===== config.mk =====
export PLATFORM = sky130hd
export DESIGN_NAME = proportional_text_layout_core
export DESIGN_NICKNAME = d
export VERILOG_FILES = /design/src/rtl/ptl_pkg.sv /design/src/rtl/proportional_text_layout_core.sv
export SDC_FILE = /design/constraint.sdc
export NUM_CORES = 2
export LEC_CHECK = 0
export ABC_AREA = 0
export BUFFER_PORTS_ARGS = -buffer_cell sky130_fd_sc_hd__buf_2
export CORE_MARGIN = 2
export CORE_UTILIZATION = 25
export CTS_BUF_LIST = sky130_fd_sc_hd__clkbuf_8
export DETAILED_ROUTE_END_ITERATION = 16
export PLACE_DENSITY = 0.44
export SLEW_MARGIN = 10
export SYNTH_ARGS = -nofsm -noshare
export SYNTH_HDL_FRONTEND = slang
export SYNTH_SLANG_ARGS = --single-unit
export TNS_END_PERCENT = 30

===== constraint.sdc =====
create_clock -name clk_i -period 8.6 [get_ports clk_i]
set_input_delay 0.86 -clock clk_i [delete_from_list [all_inputs] [get_ports clk_i]]
set_output_delay 0.86 -clock clk_i [all_outputs]
set_load 0.02 [all_outputs]

===== src/rtl/ptl_pkg.sv =====
// Shared constants, register indexes and saturation helpers for the text layout core.
// No dependencies; every other file refers to it by scoped names.

package ptl_pkg;

  // glyph tile geometry and table size
  localparam int TILE_W = 8;
  localparam int TILE_H = 8;
  localparam int GLYPHS = 128;
  localparam int IDX_W  = $clog2(GLYPHS);

  // special character codes
  localparam logic [7:0] CODE_NEWLINE = 8'd10;
  localparam logic [7:0] CODE_SPACE   = 8'd32;

  // configuration register indexes
  localparam logic [2:0] REG_ORIGIN_X       = 3'd0;
  localparam logic [2:0] REG_ORIGIN_Y       = 3'd1;
  localparam logic [2:0] REG_SCALE          = 3'd2;
  localparam logic [2:0] REG_CHAR_OFFSET    = 3'd3;
  localparam logic [2:0] REG_TILES_PER_ROW  = 3'd4;
  localparam logic [2:0] REG_NOMINAL_MARGIN = 3'd5;
  localparam logic [2:0] REG_SPACE_FACTOR   = 3'd6;
  localparam logic [2:0] REG_GAP_FACTOR     = 3'd7;

  // wide signed intermediate for coordinate and spacing sums
  localparam int WIDE_W = 22;
  typedef logic signed [WIDE_W-1:0] wide_t;
  typedef logic signed [15:0]       coord_t;

  // sign extend a 16 bit value to the wide type
  function automatic wide_t sx16(input coord_t v);
    return {{(WIDE_W-16){v[15]}}, v};
  endfunction

  // clamp a wide value to the signed 16 bit range
  function automatic coord_t sat16(input wide_t v);
    coord_t r;
    if (v > wide_t'(32767)) begin
      r = 16'sh7fff;
    end else if (v < -wide_t'(32768)) begin
      r = 16'sh8000;
    end else begin
      r = v[15:0];
    end
    return r;
  endfunction

endpackage


===== src/rtl/proportional_text_layout_core.sv =====
// Top level of the proportional text layout core: margin table memory, pen state,
// tile position divider and output register. Depends on ptl_pkg.

// Sequence: a load item or a newline is done in its accept cycle. A character outside
// the glyph table goes to the output state, which loads its flagged result. A drawn
// character reads the margin table in its accept cycle (synchronous registered read),
// then steps the radix-4 divider that splits the table index by tiles per row (two
// quotient bits a cycle) while the spacing, scale product and saturated destination
// are computed, then loads the output register once it is free. The input
// channel is ready only while no character is in work; the output register lets a new
// item in while a finished result waits to be taken. The margin table is cleared at
// reset by per-entry valid bits, so no clearing pass is needed.

module proportional_text_layout_core (
  input  logic        clk_i,
  input  logic        rst_ni,
  // configuration write port
  input  logic        cfg_we_i,
  input  logic [2:0]  cfg_addr_i,
  input  logic [15:0] cfg_wdata_i,
  // input channel
  input  logic        in_valid_i,
  output logic        in_ready_o,
  input  logic        func_i,
  input  logic [6:0]  glyph_index_i,
  input  logic [3:0]  left_margin_i,
  input  logic [3:0]  right_margin_i,
  input  logic [7:0]  char_code_i,
  input  logic        new_string_i,
  // output channel
  output logic        out_valid_o,
  input  logic        out_ready_i,
  output logic [9:0]  src_x_o,
  output logic [9:0]  src_y_o,
  output logic signed [15:0] dst_x_o,
  output logic signed [15:0] dst_y_o,
  output logic        bad_char_o
);

  localparam logic [1:0] S_IDLE = 2'd0;
  localparam logic [1:0] S_CALC = 2'd1;
  localparam logic [1:0] S_OUT  = 2'd2;

  localparam int IW = ptl_pkg::IDX_W;
  localparam int GLYPHS_DEPTH = ptl_pkg::GLYPHS;

  // configuration registers
  ptl_pkg::coord_t origin_x_q, origin_y_q;
  logic [3:0] scale_q, nom_margin_q, space_factor_q, gap_factor_q;
  logic [7:0] char_offset_q, tiles_per_row_q;

  // layout state
  ptl_pkg::coord_t pen_x_q, pen_x_d, pen_y_q, pen_y_d, spc_q, spc_d;

  // control
  logic [1:0] state_q, state_d;
  logic [1:0] cnt_q, cnt_d;
  logic       in_fire, mem_we, mem_re, out_load;

  // margin table: {left, right} per glyph, valid bits stand in for the reset clear
  logic [7:0]        margin_mem_q [GLYPHS_DEPTH];
  logic [ptl_pkg::GLYPHS-1:0] tbl_vld_q;
  logic [7:0]        rd_q;
  logic              rd_vld_q;
  logic [IW-1:0]     wr_addr, rd_addr;

  // item and datapath registers
  logic       bad_q, space_q;
  logic [7:0] div_n_q, dvsr_q, rem_q;
  logic [7:0] quo_q;
  logic [3:0] rm_add_q;
  logic signed [20:0] prod_q;
  ptl_pkg::coord_t dx_q, dy_q;

  // output register
  logic       out_valid_q;
  logic [9:0] src_x_q, src_y_q;
  ptl_pkg::coord_t dst_x_q, dst_y_q;
  logic       bad_out_q;

  // code to table index
  logic [8:0]    code_diff;
  logic          code_bad;
  logic [3:0]    lm, rm;
  logic [7:0]    gap, nm_sf;
  ptl_pkg::wide_t step_x, step_y;
  ptl_pkg::wide_t delta_l;
  ptl_pkg::coord_t base_y;

  assign code_diff = {1'b0, char_code_i} - {1'b0, char_offset_q};
  assign code_bad  = (char_code_i < char_offset_q) || (code_diff >= 9'(ptl_pkg::GLYPHS));
  assign rd_addr   = code_diff[IW-1:0];
  assign wr_addr   = IW'(glyph_index_i);

  assign gap    = {4'd0, nom_margin_q} * {4'd0, gap_factor_q};
  assign nm_sf  = {4'd0, nom_margin_q} * {4'd0, space_factor_q};
  assign step_x = ptl_pkg::wide_t'(ptl_pkg::TILE_W) * ptl_pkg::wide_t'({1'b0, scale_q});
  assign step_y = ptl_pkg::wide_t'(ptl_pkg::TILE_H) * ptl_pkg::wide_t'({1'b0, scale_q});
  assign lm     = rd_vld_q ? rd_q[7:4] : 4'd0;
  assign rm     = rd_vld_q ? rd_q[3:0] : 4'd0;
  assign base_y = new_string_i ? 16'sd0 : pen_y_q;

  // left side spacing correction, or fixed correction for a space
  always_comb begin
    if (space_q) begin
      delta_l = ptl_pkg::wide_t'(ptl_pkg::TILE_W) - ptl_pkg::wide_t'(nm_sf);
    end else if ({4'd0, lm} > gap) begin
      delta_l = ptl_pkg::wide_t'({4'd0, lm} - gap);
    end else begin
      delta_l = '0;
    end
  end

  assign in_ready_o = (state_q == S_IDLE);
  assign in_fire    = in_valid_i && in_ready_o;

  // sequencer and pen state update
  always_comb begin
    state_d  = state_q;
    cnt_d    = cnt_q;
    pen_x_d  = pen_x_q;
    pen_y_d  = pen_y_q;
    spc_d    = spc_q;
    mem_we   = 1'b0;
    mem_re   = 1'b0;
    out_load = 1'b0;
    unique case (state_q)
      S_IDLE: begin
        if (in_fire) begin
          if (!func_i) begin
            mem_we = 1'b1;
          end else begin
            if (new_string_i) begin
              pen_x_d = '0;
              pen_y_d = '0;
              spc_d   = '0;
            end
            if (char_code_i == ptl_pkg::CODE_NEWLINE) begin
              pen_y_d = ptl_pkg::sat16(ptl_pkg::sx16(base_y) + step_y);
              pen_x_d = '0;
              spc_d   = '0;
            end else if (code_bad) begin
              state_d = S_OUT;
            end else begin
              mem_re  = 1'b1;
              cnt_d   = '0;
              state_d = S_CALC;
            end
          end
        end
      end
      S_CALC: begin
        cnt_d = cnt_q + 2'd1;
        if (cnt_q == 2'd0) begin
          spc_d = ptl_pkg::sat16(ptl_pkg::sx16(spc_q) + delta_l);
        end
        if (cnt_q == 2'd2) begin
          spc_d   = ptl_pkg::sat16(ptl_pkg::sx16(spc_q) + ptl_pkg::wide_t'(rm_add_q));
          pen_x_d = ptl_pkg::sat16(ptl_pkg::sx16(pen_x_q) + step_x);
        end
        if (cnt_q == 2'd3) begin
          state_d = S_OUT;
        end
      end
      S_OUT: begin
        if (!out_valid_q || out_ready_i) begin
          out_load = 1'b1;
          state_d  = S_IDLE;
        end
      end
      default: begin
        state_d = S_IDLE;
      end
    endcase
  end

  // control and state registers
  always_ff @(posedge clk_i or negedge rst_ni) begin
    if (!rst_ni) begin
      state_q     <= S_IDLE;
      cnt_q       <= '0;
      pen_x_q     <= '0;
      pen_y_q     <= '0;
      spc_q       <= '0;
      tbl_vld_q   <= '0;
      out_valid_q <= 1'b0;
    end else begin
      state_q <= state_d;
      cnt_q   <= cnt_d;
      pen_x_q <= pen_x_d;
      pen_y_q <= pen_y_d;
      spc_q   <= spc_d;
      if (mem_we) begin
        tbl_vld_q[wr_addr] <= 1'b1;
      end
      if (out_load) begin
        out_valid_q <= 1'b1;
      end else if (out_ready_i) begin
        out_valid_q <= 1'b0;
      end
    end
  end

  // configuration registers
  always_ff @(posedge clk_i or negedge rst_ni) begin
    if (!rst_ni) begin
      origin_x_q      <= '0;
      origin_y_q      <= '0;
      scale_q         <= 4'd1;
      char_offset_q   <= 8'd32;
      tiles_per_row_q <= 8'd16;
      nom_margin_q    <= 4'd1;
      space_factor_q  <= 4'd3;
      gap_factor_q    <= 4'd1;
    end else if (cfg_we_i) begin
      unique case (cfg_addr_i)
        ptl_pkg::REG_ORIGIN_X:       origin_x_q      <= cfg_wdata_i;
        ptl_pkg::REG_ORIGIN_Y:       origin_y_q      <= cfg_wdata_i;
        ptl_pkg::REG_SCALE:          scale_q         <= cfg_wdata_i[3:0];
        ptl_pkg::REG_CHAR_OFFSET:    char_offset_q   <= cfg_wdata_i[7:0];
        ptl_pkg::REG_TILES_PER_ROW:  tiles_per_row_q <= cfg_wdata_i[7:0];
        ptl_pkg::REG_NOMINAL_MARGIN: nom_margin_q    <= cfg_wdata_i[3:0];
        ptl_pkg::REG_SPACE_FACTOR:   space_factor_q  <= cfg_wdata_i[3:0];
        ptl_pkg::REG_GAP_FACTOR:     gap_factor_q    <= cfg_wdata_i[3:0];
        default: begin
        end
      endcase
    end
  end

  // margin table memory, one write and one registered read port
  always_ff @(posedge clk_i) begin
    if (mem_we) begin
      margin_mem_q[wr_addr] <= {left_margin_i, right_margin_i};
    end
    if (mem_re) begin
      rd_q     <= margin_mem_q[rd_addr];
      rd_vld_q <= tbl_vld_q[rd_addr];
    end
  end

  // radix-4 restoring divider step pair
  logic [8:0] t0, t1;
  logic [7:0] r0, r1;
  logic       q0, q1;

  always_comb begin
    t0 = {rem_q, div_n_q[7]};
    q0 = (t0 >= {1'b0, dvsr_q});
    r0 = q0 ? 8'(t0 - {1'b0, dvsr_q}) : t0[7:0];
    t1 = {r0, div_n_q[6]};
    q1 = (t1 >= {1'b0, dvsr_q});
    r1 = q1 ? 8'(t1 - {1'b0, dvsr_q}) : t1[7:0];
  end

  // item registers, divider and destination datapath
  always_ff @(posedge clk_i) begin
    if (in_fire && func_i) begin
      bad_q   <= code_bad;
      space_q <= (char_code_i == ptl_pkg::CODE_SPACE);
      div_n_q <= 8'(rd_addr);
      dvsr_q  <= (tiles_per_row_q == 8'd0) ? 8'd1 : tiles_per_row_q;
      rem_q   <= '0;
      quo_q   <= '0;
    end else if (state_q == S_CALC) begin
      div_n_q <= {div_n_q[5:0], 2'b00};
      rem_q   <= r1;
      quo_q   <= {quo_q[5:0], q0, q1};
    end
    // right side correction held for after the destination is formed
    if (state_q == S_CALC && cnt_q == 2'd0) begin
      rm_add_q <= (!space_q && ({4'd0, rm} > gap)) ? 4'(rm - gap[3:0]) : 4'd0;
    end
    // spacing total times scale
    if (state_q == S_CALC && cnt_q == 2'd1) begin
      prod_q <= 21'({{5{spc_q[15]}}, spc_q} * {17'd0, scale_q});
    end
    // saturated destination
    if (state_q == S_CALC && cnt_q == 2'd2) begin
      dx_q <= ptl_pkg::sat16(ptl_pkg::sx16(origin_x_q) + ptl_pkg::sx16(pen_x_q)
                             - ptl_pkg::wide_t'(prod_q));
      dy_q <= ptl_pkg::sat16(ptl_pkg::sx16(origin_y_q) + ptl_pkg::sx16(pen_y_q));
    end
  end

  // output register
  always_ff @(posedge clk_i) begin
    if (out_load) begin
      bad_out_q <= bad_q;
      if (bad_q) begin
        src_x_q <= '0;
        src_y_q <= '0;
        dst_x_q <= '0;
        dst_y_q <= '0;
      end else begin
        src_x_q <= 10'(rem_q * ptl_pkg::TILE_W);
        src_y_q <= 10'(quo_q * ptl_pkg::TILE_H);
        dst_x_q <= dx_q;
        dst_y_q <= dy_q;
      end
    end
  end

  assign out_valid_o = out_valid_q;
  assign src_x_o     = src_x_q;
  assign src_y_o     = src_y_q;
  assign dst_x_o     = dst_x_q;
  assign dst_y_o     = dst_y_q;
  assign bad_char_o  = bad_out_q;

  // a flagged result carries no coordinates
  a_bad_zero: assert property (@(posedge clk_i) disable iff (!rst_ni)
    out_valid_o && bad_char_o |-> src_x_o == '0 && src_y_o == '0 &&
                                  dst_x_o == '0 && dst_y_o == '0)
    else $error("flagged result with nonzero coordinates");

  // divider remainder stays below the divisor
  a_rem_range: assert property (@(posedge clk_i) disable iff (!rst_ni)
    state_q == S_CALC |-> rem_q < dvsr_q)
    else $error("divider remainder out of range");

  // the calculation hands over to the output state after the last divider step
  a_calc_len: assert property (@(posedge clk_i) disable iff (!rst_ni)
    state_q == S_CALC && cnt_q == 2'd3 |=> state_q == S_OUT)
    else $error("calculation did not hand over to output");

  // a new result only comes from the output state
  a_out_src: assert property (@(posedge clk_i) disable iff (!rst_ni)
    $rose(out_valid_q) |-> $past(state_q) == S_OUT)
    else $error("result loaded outside output state");

endmodule


After elaboration in Yosys (flattened, before gate mapping)

Memories as Yosys holds them, arrays and structs flattened. A register that Yosys moved wholly into a read port is not among the register bits.
Index checks and enable logic that the tools add are counted.
W data, S select, Z words.

Flip-flop bits (word level): 389
Latch bits: 0
Bits in writable memories: 1,024
ROM bits: 0
Input port bits: 49
Output and inout bits: 55
Logic and storage cells: 187
Memories kept: 1

Memory list:

| name         | depth | bits a word | read ports | clocked after memory_dff | wr ports | line                                | source |
|---|---|---|---|---|---|---|---|
| margin_mem_q | 128   | 8           | 1          | 1                        | 1        | proportional_text_layout_core.sv:61 | `logic [7:0] margin_mem_q [GLYPHS_DEPTH];` |

Add/subtract/negate cells: 14
Multipliers: 3
Divide/modulo/power cells: 0
Order comparisons: 21
Equality and inequality tests: 23
Shift operators: 0
Muxes and demuxes: 59
Bitwise gates (word level): 1
Reductions and logical operators: 31

Operator list:

| kind                   | count |
|---|---|
| $mux W16               | 19 |
| $or A128 B128 Y128     | 1 |
| $gt A17 B16 Y1 const B | 4 |
| $lt A17 B16 Y1 const B | 4 |
| $pmux W16 S2           | 2 |
| $gt A22 B16 Y1 const B | 2 |
| $lt A22 B16 Y1 const B | 2 |
| $mux W22               | 2 |
| $add A16 B16 Y17       | 2 |
| $add A16 B8 Y17        | 2 |
| $add A16 B22 Y22       | 1 |
| $sub A17 B21 Y22       | 1 |
| $mul A16 B5 Y21        | 1 |
| $mux W2                | 10 |
| $reduce_and A5 Y1      | 4 |
| $ge A9 B8 Y1           | 2 |
| $add A16 B5 Y17        | 1 |
| $gt A4 B8 Y1           | 2 |
| $lt A7 B8 Y1 const B   | 2 |
| $mul A4 B4 Y8          | 2 |
| $mux W1                | 16 |
| $mux W8                | 2 |
| $reduce_and A2 Y1      | 8 |
| $sub A8 B8 Y8          | 2 |
| 32 further kinds       | 58 |

Longest topological paths before layout

Word-level depth: 11
Gate-level depth with buffers: 27
Gate-level depth less buffers: 25

Worst setup path after synthesis

OpenSTA, ideal clock, no wires.

Path kind: reg-to-reg
Start: register nom_margin_q[0]
End: register spc_q[12]
Library setup time: 0.126 ns
Data arrival time: 6.381 ns
Setup slack: 2.093 ns
Stages on the path, launching flop included: 25
Path buffers: 2
Clock period less this slack: 6.507 ns
Cell sequence: dfstp_2 -> clkbuf_1 -> nand2_1 -> fa_1 -> fa_1 -> inv_1 -> ha_1 -> a21o_1 -> a21o_1 -> a21o_1 -> a21oi_1 -> xor2_1 -> nand4_1 -> or3_1 -> o21ai_0 -> ha_1 -> a21oi_1 -> nand2_1 -> or3_1 -> o221ai_1 -> nand3_1 -> o21ai_1 -> clkbuf_1 -> nor2_1 -> o32a_1

Word-level cells in the longest chain between the ends: 11

Ends and longest elaborated chain:

| item                                                 | line                                                                       | source |
|---|---|---|
| start, declared                                      | proportional_text_layout_core.sv:49                                        | `logic [3:0] scale_q, nom_margin_q, space_factor_q, gap_factor_q;` |
| start signal, assigned                               | proportional_text_layout_core.sv:222                                       | `ptl_pkg::REG_NOMINAL_MARGIN: nom_margin_q <= cfg_wdata_i[3:0];` |
| $mul A4 B4 Y8                                        | proportional_text_layout_core.sv:95                                        | `assign gap = {4'd0, nom_margin_q} * {4'd0, gap_factor_q};` |
| $sub A4 B8 Y9 / $gt A4 B8 Y1 (equally long branches) | proportional_text_layout_core.sv:108, proportional_text_layout_core.sv:107 |  |
| $mux W22                                             | proportional_text_layout_core.sv:107                                       | `end else if ({4'd0, lm} > gap) begin` |
| $mux W22 *                                           | proportional_text_layout_core.sv:105                                       | `if (space_q) begin` |
| $add A16 B22 Y22 *                                   | proportional_text_layout_core.sv:155                                       | `spc_d = ptl_pkg::sat16(ptl_pkg::sx16(spc_q) + delta_l);` |
| $lt A22 B16 Y1                                       | ptl_pkg.sv:41                                                              | `end else if (v < -wide_t'(32768)) begin` |
| $mux W16                                             | ptl_pkg.sv:41                                                              |  |
| $mux W16 *                                           | ptl_pkg.sv:39                                                              | `if (v > wide_t'(32767)) begin` |
| $mux W16 *                                           | proportional_text_layout_core.sv:154                                       | `if (cnt_q == 2'd0) begin` |
| $mux W16 *                                           | proportional_text_layout_core.sv:157                                       | `if (cnt_q == 2'd2) begin` |
| $pmux W16 S2 *                                       | proportional_text_layout_core.sv:127                                       | `unique case (state_q)` |
| end signal, assigned                                 | proportional_text_layout_core.sv:192                                       | `spc_q <= spc_d;` |
| end, declared                                        | proportional_text_layout_core.sv:53                                        | `ptl_pkg::coord_t pen_x_q, pen_x_d, pen_y_q, pen_y_d, spc_q, spc_d;` |

Mark *: on every way between the ends. The rest lies on a longest branch, timed or not. The select of a mux whose other input is x is not followed.
A chain may end at the register's enable or synchronous reset.

Worst setup path after layout

Start: register nom_margin_q[0]
End: register spc_q[4]

Same word-level chain as after synthesis.

==> impl_metrics.csv <==
group,metric,value,unit
cells_and_area,seq_area,41060,um^2
cells_and_area,fillers,25320,
min_path,hp-class,"input pin to register",
worst_setup_path,crit_path_max_fanout,11,
placed_design,placed_cells,7288,
synthesis,synth-simple-area-share,7.207,%
synthesis,synth_top_area_share,54.72,%
sta,maxSlewViolCount,0,
sta,setup_slack,1.777,ns
synthesis,ys_seq_area_share,64.84,%
route,viasPerCell,4.408,
sta,skew,0.08797,ns
clocking,h-tree-depth,4,
route,dr.pass1.iters,5,
worst_setup_path,reg2reg_slack,1.78,ns
global_route,grt_pass1_vias,35150,
worst_setup_path,crit_type,"register to register",
synthesis,ys_ff_latch,1413,
floorplanning,die_height,507.3,um
placed_design,dp_hpwl,102200,um
worst_setup_path,cp_slowest_cell,"a2111oi_1",
sta,period_minus_slack,6.823,ns
synthesis,synth_area_leaders,"edfxtp_1, mux4_2, dfrtp_1, ha_1, fa_1",
global_route,grt_pass1_wl,240300,um
cells_and_area,fin_cells,7718,
route,route.vias.total,34020,
placed_design,gp_routability_congestion,0.7733,
power_and_ir_drop,vdd_drop_max,0.0002328,V
worst_setup_path,cp-end-kind,"register",
floorplanning,die_area,257400,um^2
power_and_ir_drop,pwr_density_cell,291.2,nW/um^2
cells_and_area,drive_gt1_share,23.45,%
synthesis,synth.avg_cell_area,16.02,um^2
placed_design,place_ws,1.760,ns
synthesis,synth-async-reset-ratio,17.20,%
synthesis,yosysWarningCount,0,
global_route,antenna_found_initial,14,
worst_setup_path,path_cells,"nand2_1 -> fa_1 -> fa_1 -> inv_1 -> ha_1 -> a21o_1 -> a21o_1 -> a21o_1 -> a21oi_1 -> xor2_1 -> nand4_1 -> or3_1 -> o21ai_0 -> ha_1 -> a21oi_1 -> o21ai_0 -> a2111oi_1 -> o31ai_1 -> a31oi_1 -> o21ba_2 -> nor4_1 -> nand2b_2 -> o32a_1",
worst_setup_path,cp.required,9.41,ns
synthesis,synth_xor_area_share,1.438,%
cells_and_area,most-common-layout-cells,"edfxtp_1, mux4_2, inv_1",
sta,grt_setup_unrepaired,"false",
synthesis,synth-compound-area-share,4.426,%
clocking,cts_num_sinks,1413,
cells_and_area,largestRegisters,"margin_mem_q (1024), tbl_vld_q (128), prod_q (21)",
synthesis,synth_edf_count,1154,
route,wl,161800,um
floorplanning,core_area,251600,um^2
route,ant_nets,0,
clocking,post-cts-setup-buffer-count,0,
sta,finalHoldViolCount,0,
cells_and_area,final_common_cell,"edfxtp_1",
route,wl_per_cell,20.96,um
worst_setup_path,crit_buf_inv,1,
placed_design,io_buffers,97,
floorplanning,dieWidth,507.3,um
global_route,overflow,0,
worst_setup_path,crit_path_start_kind,"register",
sta,setup_violations,0,
route,dr.first_iter.drc_count,2355,
synthesis,synth_top_cell_by_area,"edfxtp_1",
sta,slew-limit-headroom,22.20,%
cells_and_area,regMostFlops,"margin_mem_q",
clocking,clock_latency,0.97,ns
cells_and_area,multiInputGateArea,20910,um^2
cells_and_area,largest_register_ffs,1024,
floorplanning,io_pins,104,
run_status,outcome,"finished clean",
synthesis,synthAdderAreaFrac,5.745,%
synthesis,netlist_area,63330,um^2
worst_setup_path,critPathTopFamily,"compound AO/OA/AOI/OAI gates",
cells_and_area,syn_to_final_growth,14.38,%
clocking,cts_tree,"built",
sta,fin_tns_setup,0,ns
sta,tightest_slew,1.163,ns
synthesis,synth_cells,3953,
synthesis,synth_top_family_by_area,"multiplexers",
worst_setup_path,worstPathArrival,7.64,ns
sta,holdWs,0.1872,ns
worst_setup_path,max_stage_delay,0.67,ns
power_and_ir_drop,p_leak,26.45,nW
sta,min_period_over_period,79.34,%
clocking,clockBufferDepth,3,
cells_and_area,fin_util,28.79,%
clocking,clock-root-buffer,"clkbuf_8",
flow_run,maxCapViolCount,0,
synthesis,synth_ff_type,"edfxtp_1",
floorplanning,row_count,184,
global_route,gr-usage-all-layers,12.43,%
global_route,grt_max_degree,116,
synthesis,synth_mux_area_share,13.97,%
worst_setup_path,path_common_cell,"a21o_1",
clocking,cts_buffers,222,
floorplanning,start_util,25.17,%
sta,fmax,146.6,MHz
clocking,path_clk_slew,0.06,ns
synthesis,ys_types,86,
cells_and_area,finalNetCount,4460,
route,drc,0,
-- Yosys cell counts, drive strengths merged (8+ instances only) --
cell    instances
a21boi         10
a21o           51
a21oi         112
a31oi          11
and2           83
and3           17
buf            45
clkbuf        118
dfrtp         236
dfxtp          16
edfxtp       1154
fa             72
ha            174
inv           222
mux2           56
mux2i          11
mux4          360
nand2         262
nand2b         20
nand3          48
nand4           9
nor2          234
nor2b          69
nor3           22
o211ai         15
o21a           13
o21ai         144
o21bai         11
o31ai          10
o32a           11
or2           131
or3             8
xnor2          61
xor2           43
-- worst register-to-register path, delay by kind of cell, from the launching register on --
family | cells | cell delay, ns
DFF | 1 | 0.62
adders and majority gates | 4 | 1.70
AOI/OAI and AO/OA | 12 | 2.85
buffers and inverters | 1 | 0.07
xor gates and xnor gates | 1 | 0.16
and+or+nand+nor | 5 | 1.38
-- metrics by stage --
| step | power, mW | area (um^2) |
|---|---|---|
| CTS | 21.47 | 72420 |
| global placement | 15.73 | 67970 |
| finish | 21.09 | 72430 |
| floorplan | 13.50 | 63350 |
| detailed placement | 15.73 | 67970 |
| global route | 22.49 | 72430 |
-- metal layers --
| metal | global-route usage, % | part of all wire [%] | vias up | routed length, um |
|---|---|---|---|---|
| li1 | - | - | 15410 | - |
| met1 | 17.61 | 48 | 17640 | 76950 |
| met2 | 19.45 | 46 | 695 | 74000 |
| met3 | 2.548 | 4.5 | 266 | 7340 |
| met4 | 2.989 | 2.1 | 16 | 3380 |
| met5 | 0 | 0.064 | - | 104 |
-- where the power goes --
| group | internal (mW) | switching (mW) | total (mW) |
|---|---|---|---|
| combinational | 3.11 | 4.14 | 7.25 |
| sequential | 7.90 | 0.304 | 8.20 |
| clock | 2.81 | 2.84 | 5.64 |
| total | 13.8 | 7.28 | 21.1 |
-- kinds of logic (layout without fill, tap and decap cells) --
logic type / Yosys count / count (layout)
DFF: 1413 / 1413
AOI/OAI and AO/OA: 444 / 444
xor gates and xnor gates: 104 / 104
and+or+nand+nor: 930 / 930
buffers and inverters: 386 / 794
adders and majority gates: 248 / 248
other: 1 / 10
muxes: 427 / 427
-- path summary, 6_finish.rpt --
path,from,end,cells past startpoint
max,nom_margin_q[0],spc_q[4],23
min,cfg_wdata_i[12],origin_y_q[12],2
max reg2reg,nom_margin_q[0],spc_q[4],23
min reg2reg,quo_q[2],quo_q[4],2
max in group asynchronous,rst_ni,origin_x_q[14],4
min in group asynchronous,rst_ni,tbl_vld_q[39],2
-- area by class of cell --
| cell class | instances | area share [%] |
|---|---|---|
| Timing Repair Buffer | 146 | 1.361 |
| Antenna cell | 4 | 0.01382 |
| Tap cell | 3348 | 5.783 |
| Multi-Input combinational cell | 2159 | 28.86 |
| Inverter | 223 | 1.156 |
| Clock buffer | 248 | 4.712 |
| Sequential cell | 1413 | 56.69 |
| Clock inverter | 177 | 1.422 |
-- what timing repair did --
| action | in CTS | in global routing |
|---|---|---|
| resized for setup | 0 | 0 |
| hold buffers | 1 | 0 |
| hold endpoints to repair | 87 | 0 |
(Power assumes the default switching activity.)
